[src/hw/rtl/spq_pkg.sv]
// Package for the sorted priority queue: default sizes, operation and status codes.
`default_nettype none

package spq_pkg;

  // Default number of cells in the chain and width of the stored ready time.
  localparam int SPQ_DEPTH     = 16;
  localparam int SPQ_KEY_WIDTH = 16;

  // Width of the data fields on the ports.
  localparam int SPQ_FIELD_W = 16;
  localparam int SPQ_FILL_W  = 5;

  typedef enum logic {
    ACT_INSERT = 1'b0,
    ACT_POP    = 1'b1
  } action_t;

  typedef enum logic [1:0] {
    ST_OK    = 2'd0,
    ST_FULL  = 2'd1,
    ST_EMPTY = 2'd2
  } status_t;

  // Operation broadcast to every cell in the chain.
  typedef struct packed {
    logic ins;
    logic pop;
  } spq_op_t;

endpackage : spq_pkg

`default_nettype wire

[src/hw/rtl/spq_cell.sv]
// One cell of the sorted chain: holds one entry and picks keep, new, left or right.
`default_nettype none

module spq_cell #(
  parameter int KEY_WIDTH = 16,
  parameter int CNT_W     = 5,
  parameter int IDX       = 0
) (
  input  wire logic                           clk,
  input  wire spq_pkg::spq_op_t               op,
  input  wire logic [CNT_W-1:0]               count,
  input  wire logic [KEY_WIDTH-1:0]           new_time,
  input  wire logic [spq_pkg::SPQ_FIELD_W-1:0] new_id,
  input  wire logic [spq_pkg::SPQ_FIELD_W-1:0] new_pay,
  input  wire logic                           left_ahead,
  input  wire logic [KEY_WIDTH-1:0]           left_time,
  input  wire logic [spq_pkg::SPQ_FIELD_W-1:0] left_id,
  input  wire logic [spq_pkg::SPQ_FIELD_W-1:0] left_pay,
  input  wire logic [KEY_WIDTH-1:0]           right_time,
  input  wire logic [spq_pkg::SPQ_FIELD_W-1:0] right_id,
  input  wire logic [spq_pkg::SPQ_FIELD_W-1:0] right_pay,
  output logic                                ahead,
  output logic [KEY_WIDTH-1:0]                time_q,
  output logic [spq_pkg::SPQ_FIELD_W-1:0]     id_q,
  output logic [spq_pkg::SPQ_FIELD_W-1:0]     pay_q
);
  import spq_pkg::*;

  localparam logic [CNT_W-1:0] IDX_C = CNT_W'(IDX);

  logic [KEY_WIDTH-1:0]   time_r, time_nxt;
  logic [SPQ_FIELD_W-1:0] id_r, id_nxt;
  logic [SPQ_FIELD_W-1:0] pay_r, pay_nxt;
  logic                   used;

  // A held entry stays ahead of the new one when its key is smaller or equal.
  assign used  = IDX_C < count;
  assign ahead = used && ((time_r < new_time) || ((time_r == new_time) && (id_r <= new_id)));

  always_comb begin
    time_nxt = time_r;
    id_nxt   = id_r;
    pay_nxt  = pay_r;
    if (op.ins && !ahead) begin
      if (left_ahead) begin
        time_nxt = new_time;
        id_nxt   = new_id;
        pay_nxt  = new_pay;
      end else begin
        time_nxt = left_time;
        id_nxt   = left_id;
        pay_nxt  = left_pay;
      end
    end else if (op.pop) begin
      time_nxt = right_time;
      id_nxt   = right_id;
      pay_nxt  = right_pay;
    end
  end

  always_ff @(posedge clk) begin
    time_r <= time_nxt;
    id_r   <= id_nxt;
    pay_r  <= pay_nxt;
  end

  assign time_q = time_r;
  assign id_q   = id_r;
  assign pay_q  = pay_r;

endmodule : spq_cell

`default_nettype wire

[src/hw/rtl/sorted_priority_queue_unit.sv]
// Top level of the sorted priority queue: chain of entry cells, fill count and result register.
`default_nettype none

// Usage
// The input channel (in_vld / in_rdy) carries one command per beat: in_action selects
// insert or pop; in_ready_time, in_entry_id and in_payload describe the entry to insert.
// Entries are kept sorted by ready time, then by id; an entry equal to held ones goes
// behind them, so equal entries leave in arrival order.
// Every command yields exactly one result beat on the output channel (out_vld / out_rdy):
// out_valid with the popped entry, out_status (ok, insert dropped because full, pop on
// empty) and out_fill_level, the number of entries held after the command.
// The result is written into the output register in the cycle after the command is
// accepted. One command is taken per cycle while the receiver keeps up; every cell
// compares the new key against its own entry in parallel and shifts in the same cycle,
// so the single fill count update is the only serial step.
// When the receiver stalls, the result waits in the output register and in_rdy drops
// until it is taken; a result taken in the same cycle lets the next command in at once.
// Reset clears the fill count and out_vld; the cell contents are left as they
// are and only entries below the fill count are ever read.

module sorted_priority_queue_unit #(
  parameter int QUEUE_DEPTH = spq_pkg::SPQ_DEPTH,
  parameter int KEY_WIDTH   = spq_pkg::SPQ_KEY_WIDTH
) (
  input  wire logic                            clk,
  input  wire logic                            rst_n,
  input  wire logic                            in_vld,
  output logic                                 in_rdy,
  input  wire logic                            in_action,
  input  wire logic [spq_pkg::SPQ_FIELD_W-1:0] in_ready_time,
  input  wire logic [spq_pkg::SPQ_FIELD_W-1:0] in_entry_id,
  input  wire logic [spq_pkg::SPQ_FIELD_W-1:0] in_payload,
  output logic                                 out_vld,
  input  wire logic                            out_rdy,
  output logic                                 out_valid,
  output logic [spq_pkg::SPQ_FIELD_W-1:0]      out_time,
  output logic [spq_pkg::SPQ_FIELD_W-1:0]      out_id,
  output logic [spq_pkg::SPQ_FIELD_W-1:0]      out_payload,
  output logic [1:0]                           out_status,
  output logic [spq_pkg::SPQ_FILL_W-1:0]       out_fill_level
);
  import spq_pkg::*;

  localparam int CNT_W = $clog2(QUEUE_DEPTH + 1);
  localparam logic [CNT_W-1:0] DEPTH_C = CNT_W'(QUEUE_DEPTH);

  logic                   acc;
  logic                   full;
  logic                   empty;
  spq_op_t                op;
  logic [CNT_W-1:0]       count_r, count_nxt;
  logic [KEY_WIDTH-1:0]   new_time;
  logic [SPQ_FIELD_W-1:0] head_time;
  logic [SPQ_FILL_W-1:0]  fill_nxt;
  status_t                status_nxt;

  // Cell outputs and the neighbor inputs built from them.
  logic [KEY_WIDTH-1:0]   c_time  [QUEUE_DEPTH];
  logic [SPQ_FIELD_W-1:0] c_id    [QUEUE_DEPTH];
  logic [SPQ_FIELD_W-1:0] c_pay   [QUEUE_DEPTH];
  logic                   c_ahead [QUEUE_DEPTH];
  logic [KEY_WIDTH-1:0]   l_time  [QUEUE_DEPTH];
  logic [SPQ_FIELD_W-1:0] l_id    [QUEUE_DEPTH];
  logic [SPQ_FIELD_W-1:0] l_pay   [QUEUE_DEPTH];
  logic                   l_ahead [QUEUE_DEPTH];
  logic [KEY_WIDTH-1:0]   r_time  [QUEUE_DEPTH];
  logic [SPQ_FIELD_W-1:0] r_id    [QUEUE_DEPTH];
  logic [SPQ_FIELD_W-1:0] r_pay   [QUEUE_DEPTH];

  // Output register.
  logic                   out_vld_r;
  logic                   out_valid_r;
  logic [SPQ_FIELD_W-1:0] out_time_r;
  logic [SPQ_FIELD_W-1:0] out_id_r;
  logic [SPQ_FIELD_W-1:0] out_pay_r;
  status_t                out_status_r;
  logic [SPQ_FILL_W-1:0]  out_fill_r;

  // A new command enters whenever the output register is free or being emptied.
  assign in_rdy = !out_vld_r || out_rdy;
  assign acc    = in_vld && in_rdy;
  assign full   = count_r == DEPTH_C;
  assign empty  = count_r == '0;

  // Rejected commands (insert when full, pop when empty) leave the chain untouched.
  assign op.ins = acc && (in_action == ACT_INSERT) && !full;
  assign op.pop = acc && (in_action == ACT_POP) && !empty;

  always_comb begin
    count_nxt = count_r;
    if (op.ins) begin
      count_nxt = count_r + CNT_W'(1);
    end else if (op.pop) begin
      count_nxt = count_r - CNT_W'(1);
    end
  end

  always_comb begin
    status_nxt = ST_OK;
    if (in_action == ACT_INSERT) begin
      if (full) begin
        status_nxt = ST_FULL;
      end
    end else if (empty) begin
      status_nxt = ST_EMPTY;
    end
  end

  // Only the low KEY_WIDTH bits of the ready time are kept in the cells.
  generate
    if (KEY_WIDTH >= SPQ_FIELD_W) begin : g_key_wide
      assign new_time  = KEY_WIDTH'(in_ready_time);
      assign head_time = c_time[0][SPQ_FIELD_W-1:0];
    end else begin : g_key_narrow
      assign new_time  = in_ready_time[KEY_WIDTH-1:0];
      assign head_time = SPQ_FIELD_W'(c_time[0]);
    end
  endgenerate

  // The reported fill level is the count masked to the port width.
  generate
    if (CNT_W >= SPQ_FILL_W) begin : g_fill_wide
      assign fill_nxt = count_nxt[SPQ_FILL_W-1:0];
    end else begin : g_fill_narrow
      assign fill_nxt = SPQ_FILL_W'(count_nxt);
    end
  endgenerate

  // The chain. Cell 0 sees a left neighbor that is always ahead, so a new entry lands
  // there when it sorts first; the last cell shifts in don't-care data on a pop.
  generate
    for (genvar i = 0; i < QUEUE_DEPTH; i++) begin : g_cell
      if (i == 0) begin : g_first
        assign l_ahead[i] = 1'b1;
        assign l_time[i]  = '0;
        assign l_id[i]    = '0;
        assign l_pay[i]   = '0;
      end else begin : g_mid
        assign l_ahead[i] = c_ahead[i-1];
        assign l_time[i]  = c_time[i-1];
        assign l_id[i]    = c_id[i-1];
        assign l_pay[i]   = c_pay[i-1];
      end

      if (i == QUEUE_DEPTH - 1) begin : g_last
        assign r_time[i] = '0;
        assign r_id[i]   = '0;
        assign r_pay[i]  = '0;
      end else begin : g_inner
        assign r_time[i] = c_time[i+1];
        assign r_id[i]   = c_id[i+1];
        assign r_pay[i]  = c_pay[i+1];
      end

      spq_cell #(
        .KEY_WIDTH (KEY_WIDTH),
        .CNT_W     (CNT_W),
        .IDX       (i)
      ) u_cell (
        .clk        (clk),
        .op         (op),
        .count      (count_r),
        .new_time   (new_time),
        .new_id     (in_entry_id),
        .new_pay    (in_payload),
        .left_ahead (l_ahead[i]),
        .left_time  (l_time[i]),
        .left_id    (l_id[i]),
        .left_pay   (l_pay[i]),
        .right_time (r_time[i]),
        .right_id   (r_id[i]),
        .right_pay  (r_pay[i]),
        .ahead      (c_ahead[i]),
        .time_q     (c_time[i]),
        .id_q       (c_id[i]),
        .pay_q      (c_pay[i])
      );
    end
  endgenerate

  always_ff @(posedge clk) begin
    if (!rst_n) begin
      count_r   <= '0;
      out_vld_r <= 1'b0;
    end else begin
      count_r <= count_nxt;
      if (acc) begin
        out_vld_r <= 1'b1;
      end else if (out_rdy) begin
        out_vld_r <= 1'b0;
      end
    end
  end

  // Result payload; fields other than status and fill are zero unless a pop succeeded.
  always_ff @(posedge clk) begin
    if (acc) begin
      out_valid_r  <= op.pop;
      out_time_r   <= op.pop ? head_time : '0;
      out_id_r     <= op.pop ? c_id[0] : '0;
      out_pay_r    <= op.pop ? c_pay[0] : '0;
      out_status_r <= status_nxt;
      out_fill_r   <= fill_nxt;
    end
  end

  assign out_vld        = out_vld_r;
  assign out_valid      = out_valid_r;
  assign out_time       = out_time_r;
  assign out_id         = out_id_r;
  assign out_payload    = out_pay_r;
  assign out_status     = out_status_r;
  assign out_fill_level = out_fill_r;

  // The fill count never goes past the number of cells.
  a_count_bound : assert property (@(posedge clk) disable iff (!rst_n)
    count_r <= DEPTH_C)
    else $error("fill count exceeds queue depth");

  // A pop on a non-empty queue returns an entry in the next result.
  a_pop_returns : assert property (@(posedge clk) disable iff (!rst_n)
    op.pop |=> (out_vld && out_valid && (out_status == ST_OK)))
    else $error("pop on non-empty queue did not return an entry");

  // An insert into a full queue is flagged and leaves the count alone.
  a_full_drop : assert property (@(posedge clk) disable iff (!rst_n)
    (acc && (in_action == ACT_INSERT) && full) |=>
      ((count_r == $past(count_r)) && (out_status == ST_FULL) && !out_valid))
    else $error("insert into full queue was not dropped");

  // The two front cells stay in sorted order.
  a_head_sorted : assert property (@(posedge clk) disable iff (!rst_n)
    (count_r >= CNT_W'(2)) |->
      ((c_time[0] < c_time[1]) || ((c_time[0] == c_time[1]) && (c_id[0] <= c_id[1]))))
    else $error("head entries out of order");

endmodule : sorted_priority_queue_unit

`default_nettype wire

[config.mk]
export PLATFORM = sky130hd
export DESIGN_NAME = sorted_priority_queue_unit
export DESIGN_NICKNAME = d
export VERILOG_FILES = /design/src/hw/rtl/spq_pkg.sv /design/src/hw/rtl/spq_cell.sv /design/src/hw/rtl/sorted_priority_queue_unit.sv
export SDC_FILE = /design/constraint.sdc
export NUM_CORES = 2
export LEC_CHECK = 0
export BUFFER_PORTS_ARGS = -buffer_cell sky130_fd_sc_hd__buf_2
export CAP_MARGIN = 5
export CORE_AREA = 2 2 296 517
export CTS_CLUSTER_SIZE = 16
export DETAILED_ROUTE_END_ITERATION = 10
export DIE_AREA = 0 0 298 519
export GPL_TIMING_DRIVEN = 0
export PLACE_DENSITY = 0.56
export SETUP_SLACK_MARGIN = 0.02
export SYNTH_ARGS = -nofsm -noshare
export SYNTH_HDL_FRONTEND = slang
export SYNTH_SLANG_ARGS = --single-unit
[constraint.sdc]
create_clock -name clk -period 18.45 [get_ports clk]
set_clock_uncertainty 0.2 [all_clocks]
set_input_delay 1.845 -clock clk [delete_from_list [all_inputs] [get_ports clk]]
set_output_delay 1.845 -clock clk [all_outputs]
set_load 0.05 [all_outputs]
# --- After elaboration in Yosys (flattened, before gate mapping) ---
# Cells that the tools add are included.
# Widths: inputs -> output; s select.
totals:
  inputBits: 53
  elab_cells: 377
  output_inout_bits: 58
  ff_bits: 830
classes:
  n_lt_le_gt_ge: 48
  bitwise_logic: 1
  eq_ne: 17
  n_reduce_logical: 107
  mux: 146
  addsub: 2
ops:
  columns: ["operator", "count"]
  rows:
  - ["$mux 16", 139]
  - ["$eq 16x16->1", 16]
  - ["$le 16x16->1", 16]
  - ["$lt 16x16->1", 16]
  - ["$logic_and 1x1->1", 53]
  - ["$lt 4x5->1 const A", 8]
  - ["$reduce_bool 2->1", 17]
  - ["$lt 3x5->1 const A", 4]
  - ["$logic_not 1->1", 19]
  - ["$logic_or 1x1->1", 17]
  - ["$lt 1x5->1 const A", 2]
  - ["$lt 2x5->1 const A", 2]
  - ["$mux 5", 2]
  - ["$add 5x1->5 const B", 1]
  - ["$eq 5x5->1 const B", 1]
  - ["$logic_not 5->1", 1]
  - ["$sub 5x1->5 const B", 1]
  - ["$mux 2", 2]
  - ["$mux 1", 3]
  - ["$not 1->1", 1]

# --- Logic depth before layout (Yosys ltp) ---
depth:
  word_depth: 7
  depth_mapped: 13
  ltp_nobuf: 10

# --- Cells and area by module ---
# Synthesis repeated with hierarchy kept, for this count alone.
hier_totals:
  cells_unflattened: 8597
  hier_area_um2: 78711.7
by_module_without_submodules:
  columns: ["mod", "seq_area_each_um2", "cells_each", "area_per_inst_um2", "n_inst"]
  rows:
  - ["spq_cell (g_cell[10].u_cell ...)", 1441.4, 563, 5019.8, 2]
  - ["spq_cell (g_cell[13].u_cell)", 1441.4, 594, 5162.5, 1]
  - ["spq_cell (g_cell[9].u_cell)", 1441.4, 595, 5146.2, 1]
  - ["spq_cell (g_cell[8].u_cell)", 1441.4, 564, 5066.1, 1]
  - ["spq_cell (g_cell[11].u_cell)", 1441.4, 655, 5024.8, 1]
  - ["spq_cell (g_cell[6].u_cell)", 1441.4, 563, 5022.3, 1]
  - ["spq_cell (g_cell[14].u_cell)", 1441.4, 562, 5014.8, 1]
  - ["spq_cell (g_cell[4].u_cell)", 1441.4, 562, 4987.3, 1]
  - ["spq_cell (g_cell[2].u_cell)", 1441.4, 566, 4977.3, 1]
  - ["spq_cell (g_cell[0].u_cell)", 1441.4, 567, 4971.0, 1]
  - ["spq_cell (g_cell[7].u_cell)", 1441.4, 552, 4966.0, 1]
  - ["spq_cell (g_cell[15].u_cell)", 1441.4, 568, 4888.4, 1]
  - ["spq_cell (g_cell[3].u_cell)", 1441.4, 395, 3938.8, 1]
  - ["spq_cell (g_cell[5].u_cell)", 1441.4, 276, 3495.9, 1]
  - ["+2 rows", null, null, null, null]

# --- Worst setup path after synthesis ---
# No wires, ideal clock.
synth_path:
  path_type: "input -> register"
  start: "input in_entry_id[14] in the netlist's numbering"
  end: "register g_cell[7].u_cell.id_r[0], enable pin"
  path_stages: 10
  required_ns: 17.730
  setup_time_ns: 0.520
  n_path_buf: 2
  slack_ns: 10.380
  t_arrival_ns: 7.349
  path_cell_list: "inv_1 ha_1 nand4_1 or4_1 a21o_1 a32oi_1 a21oi_1 clkbuf_1 clkbuf_1 o21ai_0"
synth_between:
  elab_chain_len: 7
synth_lines:
  columns: ["item", "line_no", "text"]
  rows:
  - ["start, declared", "sorted_priority_queue_unit.sv:31", "input wire logic [spq_pkg::SPQ_FIELD_W-1:0] in_entry_id,"]
  - ["$le 16x16->1", "spq_cell.sv:38", "assign ahead = used && ((time_r < new_time) || ((time_r == new_time) && (id_r <= new_id)));"]
  - ["$logic_and 1x1->1", "spq_cell.sv:38", null]
  - ["$logic_or 1x1->1", "spq_cell.sv:38", null]
  - ["$logic_and 1x1->1", "spq_cell.sv:38", null]
  - ["$logic_not 1->1", "spq_cell.sv:44", "if (op.ins && !ahead) begin"]
  - ["$logic_and 1x1->1", "spq_cell.sv:44", null]
  - ["$reduce_bool 2->1 (no source line)", null, null]
  - ["end signal, assigned", "spq_cell.sv:63", "id_r <= id_nxt;"]
  - ["end, declared", "spq_cell.sv:32", "logic [SPQ_FIELD_W-1:0] id_r, id_nxt;"]
# Every way passes these cells.
# A chain may end at the register's enable or synchronous reset.

# --- Final worst setup path ---
layout_path:
  start: "input in_ready_time[11] in the netlist's numbering"
  end: "register g_cell[12].u_cell.time_r[4], enable pin"
layout_between:
  elab_chain_len: 7
  elab_cells_between_ends: 8
  classes_between: "order compare: 1; eq/ne: 1; reduce/logical: 6"
layout_lines:
  columns: ["item", "line_no", "text"]
  rows:
  - ["start, declared", "sorted_priority_queue_unit.sv:30", "input wire logic [spq_pkg::SPQ_FIELD_W-1:0] in_ready_time,"]
  - ["parallel branches: the longest is 2 deep, another holds $lt 16x16->1", null, null]
  - ["$logic_or 1x1->1 (*)", "spq_cell.sv:38", null]
  - ["$logic_and 1x1->1 (*)", "spq_cell.sv:38", null]
  - ["$logic_not 1->1 (*)", "spq_cell.sv:44", null]
  - ["$logic_and 1x1->1 (*)", "spq_cell.sv:44", null]
  - ["$reduce_bool 2->1 (no source line) (*)", null, null]
  - ["end signal, assigned", "spq_cell.sv:62", "time_r <= time_nxt;"]
  - ["end, declared", "spq_cell.sv:31", "logic [KEY_WIDTH-1:0] time_r, time_nxt;"]
# Every way passes the cells marked *.

==> impl_metrics.toml <==
[clocking]
numCtsBuffers = 86
post_cts.repair.setup_buffers = 0
ctsHoldBuffers = 0
clock_tree.root_cell = "sky130_fd_sc_hd__clkbuf_16"
cts_resized = 0
number_of_sinks_driven_by_the_clock_tree = 830
cts_buffer_depth = 3
tritoncts = "built"
worst_skew_pair_latency_ns = 0.73
worst_setup_hold_path_clk_slew_ns = 0.06
cts_max_level = 3

[timing]
drv_slew = 0
rsz_0062_raised_after_global_routing = "no"
worst_pin_slew_ns = 1.28
clock.fmax_mhz = 136
min_period_over_period = 0.400
finalWorstPathRequiredPeriod_ns = 7.38
slew-limit-headroom = 0.149
hold_viol = 0
final.setup.tns_ns = 0
report.final.setup_viol = 0

[cells_and_area]
layout_commonest_cell = "sky130_fd_sc_hd__edfxtp_1"
final.fill_count = 15182
final_net_count = 5693
final_layout_size_suffix_gt1_frac = 0.0948
areaGrowthSynthToFinish_pct = 12.2
final_area_mm2 = 0.0587
area_taken_by_multi_input_logic_gates_mm2 = 0.0259
layout.cells.most_common_list = "sky130_fd_sc_hd__edfxtp_1 (824), sky130_fd_sc_hd__a21oi_1 (775), sky130_fd_sc_hd__nor2_1 (620)"
ff_latch_area_mm2 = 0.0249

[worst_setup_path]
startpoint = "in_ready_time[11]"
critical_path.cell_chain = "buf_2, inv_1, ha_1, nand4_1, nor4_1, o211ai_1, o31ai_1, o21ba_2, clkbuf_1, clkbuf_1, buf_1, o21ai_4, buf_12"
regToRegSetupSlack_ns = 12.48
worstSetupStartpointType = "input pin"
slowest_stage_delay_cp_ns = 0.86
worst-path-stages = 13
criticalPathCategory = "in2reg"
rr_endpoint = "g_cell[1].u_cell.pay_q[11]"
worst-path-buf-inv = 6
cp.arrival_ns = 7.62
top_fanout_value_on_the_critical_path = 31
worstRegToRegCells = 12
r2r-start = "count_r[1]"
cp_top_family = "buffers and inverters"
dominant_cell_type_by_count_on_the_critical_path = "sky130_fd_sc_hd__clkbuf_1"
cpMaxStageDelayCell = "sky130_fd_sc_hd__nor4_1"
setup.worst_path.end = "g_cell[12].u_cell.time_q[4]"
timing.critical_path.required_ns = 18.69
setup.worst_path.end_class = "register"

[synth]
postSynthNetCount = 5475
synth-compound-area-share = 0.128
synth_warnings = 0
synth_flop_cell = "sky130_fd_sc_hd__edfxtp_1"
synth_adder_area_share = 0.123
netlist_area_mm2 = 0.0523
post_synth_and_or_nand_nor_area_fraction = 0.104
count_of_flip_flops_with_a_built_in_enable_after_synthesis = 824
synthesis.instances = 4907
synth_mux_area_frac = 0.138
postSynth.asyncResetShare = 0
synth-xor-area-share = 0.000502
syn_avg_cell_area_um2 = 10.7
synth_cell_type_count = 69
yosysSeqAreaShare = 0.475
main_combinational_cell_family_by_area_after_synthesis = "multiplexers"
ys_seq_elements = 830

[floorplan]
num_rows = 189
die_x_um = 298
die-area_mm2 = 0.155
initial_core_util = 0.347
floorplan.core_area_mm2 = 0.151
num_io_pins = 111
floorplan.die.height_um = 519

[power]
worst_ir_drop_vdd_mv = 0.0699
total_leakage_power_nw = 21.5
power.density_mw_per_mm2 = 97.4

[run]
number_of_violations_of_the_max_capacitance_limit = 0

[placed_design]
dp.final_hpwl_um = 164000
place.port_buffers = 110
gp_congestion = 0.913
dpl-instance-area_mm2 = 0.0559

[min_path]
hold_path_class = "reg2reg"
worst_hold_startpoint = "out_vld"

[detailed_routing]
count_of_nets_left_with_antenna_violations_after_detail_routing = 0
dr.first_iter.drc_count = 2731
routed_wirelength_normalized_by_instance_count_um = 27.9
detail_route.first_pass.iterations = 6
routed_via_density = 5.72
vias = 41199
drt_wl_total_um = 201000
drc = 0

[grt]
grtUsageTotal = 0.253
grt_pass1_wl_um = 285000
global_route.overflow_total = 0
grt_pass1_vias = 43426
grt_max_degree = 49
number_of_antenna_violations_at_the_first_check_in_global_routing = 21

[outcome]
status = "finished clean"
[sequential cells by signal, indices dropped and copies added (netlist names)]
register	count
g_cell.u_cell.id_q	256
g_cell.u_cell.pay_q	256
g_cell.u_cell.time_q	256
out_id	16
out_payload	16
out_time	16
count_r	5
out_fill_level	5
out_status	2
out_valid	1
out_vld	1
[cell families after synthesis]
kind of cell / after synthesis
and+or+nand+nor: 1245
AOI/OAI and AO/OA: 1215
DFF: 830
muxes: 698
adders and majority gates: 515
buffers and inverters: 401
xor gates and xnor gates: 3
[cells in the mapped netlist (4+ instances only)]
| cell | n | share of area |
|---|---|---|
| sky130_fd_sc_hd__edfxtp_1 | 824 | 0.47 |
| sky130_fd_sc_hd__a21oi_1 | 775 | 0.074 |
| sky130_fd_sc_hd__nor2_1 | 620 | 0.045 |
| sky130_fd_sc_hd__mux2i_1 | 526 | 0.10 |
| sky130_fd_sc_hd__ha_1 | 515 | 0.12 |
| sky130_fd_sc_hd__nand2_1 | 316 | 0.023 |
| sky130_fd_sc_hd__clkbuf_1 | 239 | 0.017 |
| sky130_fd_sc_hd__o21ai_0 | 176 | 0.017 |
| sky130_fd_sc_hd__mux2_2 | 152 | 0.033 |
| sky130_fd_sc_hd__a31oi_1 | 100 | 0.012 |
| sky130_fd_sc_hd__nand4_1 | 100 | 0.012 |
| sky130_fd_sc_hd__inv_1 | 86 | 0.0062 |
| sky130_fd_sc_hd__and2_1 | 52 | 0.0062 |
| sky130_fd_sc_hd__a21o_1 | 42 | 0.0060 |
| sky130_fd_sc_hd__nand3_1 | 41 | 0.0039 |
| sky130_fd_sc_hd__buf_2 | 36 | 0.0034 |
| sky130_fd_sc_hd__buf_1 | 28 | 0.0020 |
| sky130_fd_sc_hd__nor2b_1 | 28 | 0.0033 |
| sky130_fd_sc_hd__o211ai_1 | 22 | 0.0032 |
| sky130_fd_sc_hd__mux2_1 | 20 | 0.0043 |
| sky130_fd_sc_hd__nor4_1 | 18 | 0.0022 |
| sky130_fd_sc_hd__nor3_1 | 13 | 0.0012 |
| sky130_fd_sc_hd__a211oi_1 | 12 | 0.0017 |
| sky130_fd_sc_hd__and4_1 | 12 | 0.0020 |
| sky130_fd_sc_hd__o21a_1 | 12 | 0.0017 |
| sky130_fd_sc_hd__or4_1 | 11 | 0.0016 |
| sky130_fd_sc_hd__nand2b_1 | 10 | 0.0012 |
| sky130_fd_sc_hd__a2111oi_0 | 9 | 0.0015 |
| sky130_fd_sc_hd__buf_4 | 9 | 0.0013 |
| sky130_fd_sc_hd__or2_2 | 8 | 0.00096 |
| sky130_fd_sc_hd__a21boi_0 | 7 | 0.0010 |
| sky130_fd_sc_hd__a2111o_1 | 6 | 0.0013 |
| sky130_fd_sc_hd__dfxtp_1 | 6 | 0.0023 |
| sky130_fd_sc_hd__o21bai_1 | 6 | 0.00086 |
| sky130_fd_sc_hd__a211o_1 | 5 | 0.00084 |
| sky130_fd_sc_hd__a221oi_1 | 5 | 0.00084 |
| sky130_fd_sc_hd__a22oi_1 | 4 | 0.00057 |
| sky130_fd_sc_hd__or4b_2 | 4 | 0.00077 |
[per-layer routing]
| layer | vias to the layer above | global-route usage | part of all wire |
|---|---|---|---|
| met1 | 20193 | 0.230 | 0.32 |
| met5 | - | 0 | 0.00041 |
| met4 | 14 | 0.254 | 0.12 |
| li1 | 18856 | - | - |
| met2 | 1400 | 0.473 | 0.53 |
| met3 | 736 | 0.0303 | 0.038 |
[worst min path at each step]
stage	endpoint	cells after the start
global placement	out_vld	2
detailed placement	g_cell[14].u_cell.pay_q[14]	2
CTS	g_cell[14].u_cell.pay_q[4]	2
finish	out_vld	2
global route	g_cell[14].u_cell.pay_q[9]	2
floorplan	g_cell[14].u_cell.pay_q[0]	2
[per-stage QoR]
| step | power (mW) | std cells | worst slack [ns] | utilization | hold slack, ns |
|---|---|---|---|---|---|
| global placement | 3.88 | 7022 | 6.39 | 0.367 | 0.310 |
| finish | 5.71 | 7208 | 11.07 | 0.389 | 0.336 |
| floorplan | 3.41 | 4907 | 10.38 | - | 0.296 |
| global route | 5.92 | 7197 | 11.08 | 0.389 | 0.359 |
| detailed placement | 3.93 | 7042 | 10.64 | 0.371 | 0.315 |
| CTS | 5.72 | 7196 | 11.37 | 0.389 | 0.340 |
[final cells by class]
type	instances	area share
Multi-Input combinational cell	3676	0.442
Sequential cell	830	0.424
Tap cell	2005	0.0428
Clock buffer	106	0.0394
Buffer	315	0.0219
Timing Repair Buffer	130	0.0172
Clock inverter	48	0.00693
Inverter	86	0.00550
Antenna cell	12	0.000512
[power by group]
| group | internal, mW | switching [mW] | leakage (nW) |
|---|---|---|---|
| Clock | 0.975 | 0.833 | 1.34 |
| Sequential | 2.40 | 0.200 | 7.81 |
| Combinational | 0.478 | 0.832 | 12.4 |
| Total | 3.85 | 1.87 | 21.5 |
[tightest hold or removal path: cells and delay by family, from the launching register on]
family | cells | cell delay, ns
compound gates | 1 | 0.08
simple gates | 1 | 0.09
flops | 1 | 0.31
No activity file was read; power rests on OpenSTA's default activity.
